<file path="config.mk">
export PLATFORM = sky130hd
export DESIGN_NAME = margin_ink_selector
export DESIGN_NICKNAME = d
export VERILOG_FILES = /design/src/hw/rtl/mis_pkg.sv /design/src/hw/rtl/mis_bands.sv /design/src/hw/rtl/margin_ink_selector.sv
export SDC_FILE = /design/constraint.sdc
export NUM_CORES = 1
export LEC_CHECK = 0
export BUFFER_PORTS_ARGS = -buffer_cell sky130_fd_sc_hd__buf_2
export CAP_MARGIN = 25
export CORE_MARGIN = 4
export CORE_UTILIZATION = 50
export DETAILED_ROUTE_END_ITERATION = 7
export GPL_TIMING_DRIVEN = 1
export PLACE_DENSITY_LB_ADDON = 0.15
export SYNTH_ARGS = -nofsm -noshare
export SYNTH_HDL_FRONTEND = slang
export SYNTH_SLANG_ARGS = --single-unit
export TNS_END_PERCENT = 30
</file>
<file path="constraint.sdc">
create_clock -name clock -period 16.4 [get_ports clock]
set_input_delay 0.82 -clock clock [delete_from_list [all_inputs] [get_ports clock]]
set_output_delay 0.82 -clock clock [all_outputs]
set_load 0.005 [all_outputs]
</file>
<file path="src/hw/rtl/mis_pkg.sv">
`default_nettype none

package mis_pkg;

   localparam int PIXEL_W = 32;
   localparam int POS_W   = 12;
   localparam int DIM_W   = 13;
   localparam int PAD_W   = 8;
   localparam int COUNT_W = 25;
   localparam int SIDE_W  = 2;
   localparam int NUM_SIDES = 4;
   // Wide enough for grid_left + grid_width + pad and for any image size clamp
   localparam int GEOM_W  = 15;

   localparam int CSR_ADDR_W = 3;
   localparam int CSR_DATA_W = 13;

   localparam logic [CSR_ADDR_W-1:0] CSR_IMAGE_WIDTH  = 3'd0;
   localparam logic [CSR_ADDR_W-1:0] CSR_IMAGE_HEIGHT = 3'd1;
   localparam logic [CSR_ADDR_W-1:0] CSR_GRID_LEFT    = 3'd2;
   localparam logic [CSR_ADDR_W-1:0] CSR_GRID_TOP     = 3'd3;
   localparam logic [CSR_ADDR_W-1:0] CSR_GRID_WIDTH   = 3'd4;
   localparam logic [CSR_ADDR_W-1:0] CSR_GRID_HEIGHT  = 3'd5;
   localparam logic [CSR_ADDR_W-1:0] CSR_MARGIN_PAD   = 3'd6;

   localparam logic [DIM_W-1:0] IMAGE_WIDTH_RESET  = 13'd640;
   localparam logic [DIM_W-1:0] IMAGE_HEIGHT_RESET = 13'd480;
   localparam logic [PAD_W-1:0] MARGIN_PAD_RESET   = 8'd10;

   localparam logic [23:0] BLACK_MASK = 24'hFF_FFFF;
   localparam logic [COUNT_W-1:0] COUNT_MAX = {COUNT_W{1'b1}};

   localparam logic [SIDE_W-1:0] SIDE_LEFT   = 2'd0;
   localparam logic [SIDE_W-1:0] SIDE_RIGHT  = 2'd1;
   localparam logic [SIDE_W-1:0] SIDE_TOP    = 2'd2;
   localparam logic [SIDE_W-1:0] SIDE_BOTTOM = 2'd3;

   typedef struct packed {
      logic [PIXEL_W-1:0] pixel_word;
      logic [POS_W-1:0]   pos_x;
      logic [POS_W-1:0]   pos_y;
      logic               frame_end;
   } req_type;

   typedef struct packed {
      logic               found;
      logic [SIDE_W-1:0]  side;
      logic [POS_W-1:0]   region_x;
      logic [POS_W-1:0]   region_y;
      logic [DIM_W-1:0]   region_w;
      logic [DIM_W-1:0]   region_h;
      logic [COUNT_W-1:0] ink_count;
   } rsp_type;

   typedef struct packed {
      logic [DIM_W-1:0] image_width;
      logic [DIM_W-1:0] image_height;
      logic [POS_W-1:0] grid_left;
      logic [POS_W-1:0] grid_top;
      logic [DIM_W-1:0] grid_width;
      logic [DIM_W-1:0] grid_height;
      logic [PAD_W-1:0] margin_pad;
   } cfg_type;

   typedef struct packed {
      logic [GEOM_W-1:0]    img_w;
      logic [GEOM_W-1:0]    img_h;
      logic [POS_W-1:0]     left_w;
      logic [GEOM_W-1:0]    right_x;
      logic [POS_W-1:0]     top_h;
      logic [GEOM_W-1:0]    lower_y;
      logic [NUM_SIDES-1:0] ok;
   } band_type;

endpackage

`default_nettype wire

</file>
<file path="src/hw/rtl/mis_bands.sv">
`default_nettype none

module mis_bands
   import mis_pkg::*;
#(
   parameter int MAX_DIM = 4096
) (
   input  wire logic     clock,
   input  wire cfg_type  cfg,
   output band_type      band
);

   localparam logic [GEOM_W-1:0] DIM_LIMIT = GEOM_W'(MAX_DIM);

   band_type          band_ff;
   band_type          band_in;
   logic [GEOM_W-1:0] w_raw;
   logic [GEOM_W-1:0] h_raw;
   logic [GEOM_W-1:0] pad_ext;

   always_comb begin
      w_raw   = GEOM_W'(cfg.image_width);
      h_raw   = GEOM_W'(cfg.image_height);
      pad_ext = GEOM_W'(cfg.margin_pad);

      band_in.img_w = (w_raw > DIM_LIMIT) ? DIM_LIMIT : w_raw;
      band_in.img_h = (h_raw > DIM_LIMIT) ? DIM_LIMIT : h_raw;

      band_in.left_w = (GEOM_W'(cfg.grid_left) > pad_ext) ?
                       (cfg.grid_left - POS_W'(cfg.margin_pad)) : '0;
      band_in.top_h  = (GEOM_W'(cfg.grid_top) > pad_ext) ?
                       (cfg.grid_top - POS_W'(cfg.margin_pad)) : '0;

      band_in.right_x = GEOM_W'(cfg.grid_left) + GEOM_W'(cfg.grid_width) + pad_ext;
      band_in.lower_y = GEOM_W'(cfg.grid_top) + GEOM_W'(cfg.grid_height) + pad_ext;

      band_in.ok[SIDE_LEFT]   = (band_in.left_w != '0) &&
                                (GEOM_W'(band_in.left_w) <= band_in.img_w) &&
                                (band_in.img_h != '0);
      band_in.ok[SIDE_RIGHT]  = (band_in.right_x < band_in.img_w) &&
                                (band_in.img_h != '0);
      band_in.ok[SIDE_TOP]    = (band_in.top_h != '0) &&
                                (GEOM_W'(band_in.top_h) <= band_in.img_h) &&
                                (band_in.img_w != '0);
      band_in.ok[SIDE_BOTTOM] = (band_in.lower_y < band_in.img_h) &&
                                (band_in.img_w != '0);
   end

   // Tracks the registers; user must change them only while idle, unchecked
   always_ff @(posedge clock) begin
      band_ff <= band_in;
   end

   assign band = band_ff;

endmodule

`default_nettype wire

</file>
<file path="src/hw/rtl/margin_ink_selector.sv">
// Result path: a pixel marked frame_end passes the input register, the count snapshot and the
//   output register before its result shows on rsp_valid, and transfers on the next edge with rsp_ready.
// Throughput: one pixel per cycle except for the stall below; counting runs in a single counter stage.
// A waiting result stalls input only when a frame end meets a held snapshot.
// Reset (synchronous, active high) loads register defaults and clears all counters.
`default_nettype none

module margin_ink_selector
   import mis_pkg::*;
#(
   parameter int MAX_DIM = 4096
) (
   input  wire logic                  clock,
   input  wire logic                  reset,
   input  wire logic                  req_valid,
   output logic                       req_ready,
   input  wire req_type               req_data,
   output logic                       rsp_valid,
   input  wire logic                  rsp_ready,
   output rsp_type                    rsp_data,
   input  wire logic                  csr_valid,
   output logic                       csr_ready,
   input  wire logic [CSR_ADDR_W-1:0] csr_index,
   input  wire logic [CSR_DATA_W-1:0] csr_data
);

   cfg_type  cfg_ff;
   band_type band;

   logic    in_valid_ff;
   req_type in_data_ff;
   logic    in_go;

   logic [NUM_SIDES-1:0][COUNT_W-1:0] cnt_ff;
   logic [NUM_SIDES-1:0][COUNT_W-1:0] cnt_in;
   logic [NUM_SIDES-1:0]              hit;

   logic                              snap_valid_ff;
   logic [NUM_SIDES-1:0][COUNT_W-1:0] snap_ff;
   logic                              snap_go;
   logic                              snap_free;

   logic    rsp_valid_ff;
   rsp_type rsp_data_ff;
   rsp_type rsp_data_in;
   logic    out_free;

   logic               pix_black;
   logic               pix_in_image;
   logic [GEOM_W-1:0]  px;
   logic [GEOM_W-1:0]  py;
   logic [COUNT_W-1:0] best;
   logic [SIDE_W-1:0]  sel;

   mis_bands #(
      .MAX_DIM (MAX_DIM)
   ) u_bands (
      .clock (clock),
      .cfg   (cfg_ff),
      .band  (band)
   );

   assign csr_ready = 1'b1;

   always_ff @(posedge clock) begin
      if (reset) begin
         cfg_ff.image_width  <= IMAGE_WIDTH_RESET;
         cfg_ff.image_height <= IMAGE_HEIGHT_RESET;
         cfg_ff.grid_left    <= '0;
         cfg_ff.grid_top     <= '0;
         cfg_ff.grid_width   <= '0;
         cfg_ff.grid_height  <= '0;
         cfg_ff.margin_pad   <= MARGIN_PAD_RESET;
      end else if (csr_valid) begin
         unique case (csr_index)
            CSR_IMAGE_WIDTH:  cfg_ff.image_width  <= csr_data;
            CSR_IMAGE_HEIGHT: cfg_ff.image_height <= csr_data;
            CSR_GRID_LEFT:    cfg_ff.grid_left    <= csr_data[POS_W-1:0];
            CSR_GRID_TOP:     cfg_ff.grid_top     <= csr_data[POS_W-1:0];
            CSR_GRID_WIDTH:   cfg_ff.grid_width   <= csr_data;
            CSR_GRID_HEIGHT:  cfg_ff.grid_height  <= csr_data;
            CSR_MARGIN_PAD:   cfg_ff.margin_pad   <= csr_data[PAD_W-1:0];
            default: ;
         endcase
      end
   end

   // Handshake chain: output register <- snapshot <- input register
   assign out_free  = !rsp_valid_ff || rsp_ready;
   assign snap_go   = snap_valid_ff && out_free;
   assign snap_free = !snap_valid_ff || snap_go;
   assign in_go     = in_valid_ff && (!in_data_ff.frame_end || snap_free);
   assign req_ready = !in_valid_ff || in_go;

   always_ff @(posedge clock) begin
      if (reset) begin
         in_valid_ff <= 1'b0;
      end else if (req_ready) begin
         in_valid_ff <= req_valid;
      end
      if (req_ready && req_valid) begin
         in_data_ff <= req_data;
      end
   end

   always_comb begin
      px           = GEOM_W'(in_data_ff.pos_x);
      py           = GEOM_W'(in_data_ff.pos_y);
      pix_black    = (in_data_ff.pixel_word[23:0] & BLACK_MASK) == '0;
      pix_in_image = (px < band.img_w) && (py < band.img_h);

      hit[SIDE_LEFT]   = band.ok[SIDE_LEFT]   && (in_data_ff.pos_x < band.left_w);
      hit[SIDE_RIGHT]  = band.ok[SIDE_RIGHT]  && (px >= band.right_x);
      hit[SIDE_TOP]    = band.ok[SIDE_TOP]    && (in_data_ff.pos_y < band.top_h);
      hit[SIDE_BOTTOM] = band.ok[SIDE_BOTTOM] && (py >= band.lower_y);

      for (int k = 0; k < NUM_SIDES; k++) begin
         cnt_in[k] = (pix_black && pix_in_image && hit[k] && (cnt_ff[k] != COUNT_MAX)) ?
                     (cnt_ff[k] + COUNT_W'(1)) : cnt_ff[k];
      end
   end

   always_ff @(posedge clock) begin
      if (reset) begin
         cnt_ff <= '0;
      end else if (in_go) begin
         // Frame end: hand the final counts to the snapshot and start over
         cnt_ff <= in_data_ff.frame_end ? '0 : cnt_in;
      end
   end

   always_ff @(posedge clock) begin
      if (reset) begin
         snap_valid_ff <= 1'b0;
      end else if (snap_free) begin
         snap_valid_ff <= in_go && in_data_ff.frame_end;
      end
      if (in_go && in_data_ff.frame_end) begin
         snap_ff <= cnt_in;
      end
   end

   // Later bands win only on a strictly greater count
   always_comb begin
      best = snap_ff[SIDE_LEFT];
      sel  = SIDE_LEFT;
      if (snap_ff[SIDE_RIGHT] > best && band.ok[SIDE_RIGHT]) begin
         best = snap_ff[SIDE_RIGHT];
         sel  = SIDE_RIGHT;
      end
      if (snap_ff[SIDE_TOP] > best && band.ok[SIDE_TOP]) begin
         best = snap_ff[SIDE_TOP];
         sel  = SIDE_TOP;
      end
      if (snap_ff[SIDE_BOTTOM] > best && band.ok[SIDE_BOTTOM]) begin
         best = snap_ff[SIDE_BOTTOM];
         sel  = SIDE_BOTTOM;
      end

      rsp_data_in           = '0;
      rsp_data_in.side      = sel;
      rsp_data_in.ink_count = best;
      unique case (sel)
         SIDE_LEFT: begin
            rsp_data_in.region_w = DIM_W'(band.left_w);
            rsp_data_in.region_h = band.img_h[DIM_W-1:0];
         end
         SIDE_RIGHT: begin
            rsp_data_in.region_x = band.right_x[POS_W-1:0];
            rsp_data_in.region_w = DIM_W'(band.img_w - band.right_x);
            rsp_data_in.region_h = band.img_h[DIM_W-1:0];
         end
         SIDE_TOP: begin
            rsp_data_in.region_w = band.img_w[DIM_W-1:0];
            rsp_data_in.region_h = DIM_W'(band.top_h);
         end
         SIDE_BOTTOM: begin
            rsp_data_in.region_y = band.lower_y[POS_W-1:0];
            rsp_data_in.region_w = band.img_w[DIM_W-1:0];
            rsp_data_in.region_h = DIM_W'(band.img_h - band.lower_y);
         end
      endcase

      if (best == '0) begin
         rsp_data_in = '0;
      end else begin
         rsp_data_in.found = 1'b1;
      end
   end

   always_ff @(posedge clock) begin
      if (reset) begin
         rsp_valid_ff <= 1'b0;
      end else if (out_free) begin
         rsp_valid_ff <= snap_valid_ff;
      end
      if (snap_go) begin
         rsp_data_ff <= rsp_data_in;
      end
   end

   assign rsp_valid = rsp_valid_ff;
   assign rsp_data  = rsp_data_ff;

   a_found_has_ink: assert property (@(posedge clock) disable iff (reset)
      rsp_valid_ff |-> (rsp_data_ff.found == (rsp_data_ff.ink_count != '0)))
      else $error("found flag disagrees with ink count");

   a_counters_cleared: assert property (@(posedge clock) disable iff (reset)
      (in_go && in_data_ff.frame_end) |=>
         (cnt_ff[SIDE_LEFT] == '0) && (cnt_ff[SIDE_RIGHT] == '0) &&
         (cnt_ff[SIDE_TOP] == '0) && (cnt_ff[SIDE_BOTTOM] == '0))
      else $error("counters not cleared after frame end");

   a_snap_held: assert property (@(posedge clock) disable iff (reset)
      (snap_valid_ff && !out_free) |=> (snap_valid_ff && $stable(snap_ff)))
      else $error("pending snapshot lost while output stalled");

   a_frame_end_blocked: assert property (@(posedge clock) disable iff (reset)
      (in_valid_ff && in_data_ff.frame_end && !snap_free) |-> !req_ready)
      else $error("input accepted while frame end is stalled");

endmodule

`default_nettype wire

</file>
==> results.cfg <==
[outcome]
run_status = finished, final reports clean

[grt]
grt_first_pass_wirelength_mm = 126
grt_start_max_net_pins = 97
grt_overflow = 0
grt_pass1_vias = 21553
number_of_antenna_violations_at_the_first_check_in_global_routing = 3
grt_resource_usage_total_pct = 26.8

[yosys]
synth_area_leaders = sky130_fd_sc_hd__edfxtp_1 (24%), sky130_fd_sc_hd__dfxtp_1 (19%), sky130_fd_sc_hd__ha_1 (12%), sky130_fd_sc_hd__nand2_1 (5.1%), sky130_fd_sc_hd__a21oi_1 (4.5%)
synth_compound_area_share_pct = 16.8
ys_warn_count = 0
synth_xor_area_share_pct = 5.18
synth_top_family_by_area = compound AO/OA/AOI/OAI gates
post_synth_inst_count = 3004
netlist_area_um2 = 28300
synth-edff-count = 227
syn_avg_cell_area_um2 = 9.41
synth.lib_cells_used.distinct = 82
async_flop_share_pct = 0
synth-seq-area-share_pct = 43.3
post_synthesis_simple_gate_area_fraction_pct = 16.5
ys_seq_elements = 498
synthDominantAreaCellType = sky130_fd_sc_hd__edfxtp_1
adder_cell_share_of_the_synthesized_area_pct = 12.7
multiplexer_share_of_the_synthesized_area_pct = 0.806
postSynth.topFlopCell = sky130_fd_sc_hd__dfxtp_1
synth.top_cell.area_share_pct = 24.1

[timing]
worst_slack_ns = 6.48
fin_crit_ns = 9.92
maxSlewViolCount = 0
fin_crit_sh_pct = 60.5
timing_hold_violations_final = 0
tns_ns = 0
clock-skew-final_ns = 0.0168
worst_pin_slew_ns = 1.06
max_freq_ghz = 0.101
slew_headroom_pct = 29.3
rsz0062_at_grt = no
final-setup-viol-count = 0

[place]
finalWeightedCongestion = 0.958
detailed_place.area_um2 = 29700
detailedPlacementHpwl_mm = 61.9
placed_cells_incl_taps = 3795
place_ws_ns = 6.65
place.port_buffers = 149

[critical_path]
timing.critical_path.slowest_stage_cell = sky130_fd_sc_hd__or4_4
cp-start-kind = register
path_max_fanout = 52
critical_path_arrival_ns = 10.29
critPathMaxStageDelay_ns = 0.59
timing.setup.critical_path_class = register to register
critPathLaunch = snap_ff[49]
worst-r2r-setup-slack_ns = 6.48
worstPathRequired_ns = 16.76
critPathCapture = rsp_data[52]
crit-reg2reg-launch = snap_ff[49]
crit_end_element = register
crit-reg2reg-capture = rsp_data[52]
reg2regPathDepth = 27

[clock_network]
clock_sinks = 498
htreeDepth = 2
post_cts.resized_instances = 0
clk_transition_reported_paths_ns = 0.06
postCtsSetupRepairBufs = 0
clk_latency_ns = 0.62
cts_hold_repair.buffers = 0
cts_buffer_depth = 3
cell_chosen_for_the_clock_root = sky130_fd_sc_hd__clkbuf_16
cts_made_buffers = 55
tritoncts = built

[detailed_routing]
remaining_drc_errors = 0
first_iter_violations = 1912
final_antenna_net_count = 0
routed_wl_per_cell_um = 21.3
routed_via_density = 5.90
drt_pre_antenna_iters = 6
detailroute.via_count = 23026
postRouteWirelength_mm = 83.2

[power_and_ir_drop]
power_per_cell_area_nw_per_um2 = 100
ir_drop_mv = 0.0840
p_sw_share_pct = 27.8
post-layout-total-power_uw = 3160
pwr-share-clk_pct = 40.3
portion_of_total_power_attributed_to_sequential_cells_pct = 43.8
switchingPower_uw = 879
internal_power_uw = 2280
p_leak_uw = 0.0134
power.share.combinational_pct = 15.9

[final_layout]
layout_net_count = 3468
areaGrowthSynthToFinish_pct = 11.6
num-fill-cells = 4909
layoutNonFillerInstCount = 3902
drive_gt1_share_pct = 9.96
layout.cells.most_common_list = sky130_fd_sc_hd__nand2_1 (384), sky130_fd_sc_hd__ha_1 (275), sky130_fd_sc_hd__dfxtp_1 (271)
stdcell_area_um2 = 31600
mostFrequentLayoutCell = sky130_fd_sc_hd__nand2_1

[hold_path]
holdCritPathClass = primary input to register

[die]
core.rowCount = 86
io_pins = 159
fp.dieH_um = 246
design.die.area_um2 = 60400
core_footprint_um2 = 55500
horizontal_die_dimension_um = 246
initial_core_util_pct = 50.9

[job]
max-cap-violations = 0
==> worst min-delay path by stage <==
stage,startpoint,endpoint,slack [ns],cells past startpoint
2_1_floorplan,cfg_ff[10],cfg_ff[10],0.44,2
3_3_place_gp,cfg_ff[70],u_bands.band[70],0.43,0
3_5_place_dp,cfg_ff[70],u_bands.band[70],0.42,0
4_1_cts,req_data[0],in_data_ff[0],0.34,1
5_1_grt,req_data[5],in_data_ff[5],0.35,1
6_report,req_data[0],in_data_ff[0],0.38,1
==> state kept, by name (all words and copies together), names as in the netlist <==
signal and count:
rsp_valid 1, in_valid_ff 1, u_bands.band 84, snap_valid_ff 1, cfg_ff 84, rsp_data 78
snap_ff 100, cnt_ff 100, in_data_ff 49
==> stage by stage <==
step / util, % / hold slack (ns)
floorplan: - / 0.441
global placement: 53.4 / 0.428
detailed placement: 53.4 / 0.418
CTS: 56.8 / 0.337
global route: 56.8 / 0.349
finish: 56.8 / 0.380
==> cells by family after synthesis <==
family                   after synthesis
adder cells (fa/ha/maj)              283
other                                  2
AND/OR/NAND/NOR                      948
flip-flops                           498
AO/OA/AOI/OAI                        754
XOR/XNOR                             167
buffers and inverters                331
multiplexers                          21
==> power groups by stage <==
stage | clock network, uW | logic [uW] | registers, uW
6_report | 1270 | 502 | 1380
5_1_grt | 1340 | 558 | 1390
4_1_cts | 1300 | 496 | 1380
3_5_place_dp | 0 | 491 | 1410
3_3_place_gp | 0 | 482 | 1410
2_1_floorplan | 0 | 334 | 1400
==> critical path, delay by kind of cell, from the launching register on <==
family / cells / cell delay [ns]
AOI/OAI and AO/OA: 10 / 3.52
and+or+nand+nor: 11 / 3.31
adders and majority gates: 3 / 0.92
buffers and inverters: 3 / 1.44
DFF: 1 / 0.39
==> cells in the mapped netlist (all sizes together) (6+ instances only) <==
cell type,number
a21o,75
nor2b,22
clkbuf,111
nand2,386
a41oi,30
nand3b,21
or3,34
and4,13
buf,21
a31oi,45
a22o,8
inv,198
a21oi,252
a21boi,6
fa,8
o211ai,32
o21a,21
dfxtp,271
a2111oi,6
a211oi,14
nor2,137
o21bai,18
nor4,24
nand3,62
xnor2,101
and2,21
o21ai,164
o211a,17
nor3,30
ha,275
or4,30
mux2i,13
and3,80
mux2,8
o31ai,20
nand2b,17
nand4,50
xor2,66
edfxtp,227
==> layout make-up <==
type                    count  area, um2  area share (%)
clock inverters            24        263           0.833
inverters                 199        747            2.37
clock buffers              78       1600            5.07
well taps                 748        936            2.97
diodes                      2       5.00          0.0159
multi-input cells        2176      14800            46.9
repair buffers            177        956            3.03
flip-flops and latches    498      12200            38.8
==> per-layer routing <==
layer	GRT usage, %	vias up	share of wire [%]
met2	39.9	818	42
li1	-	11101	-
met4	7.38	0	2.5
met1	41.0	10973	48
met5	0	-	0
met3	3.50	134	7.4
Note: power is estimated with default switching activity, not from simulation.
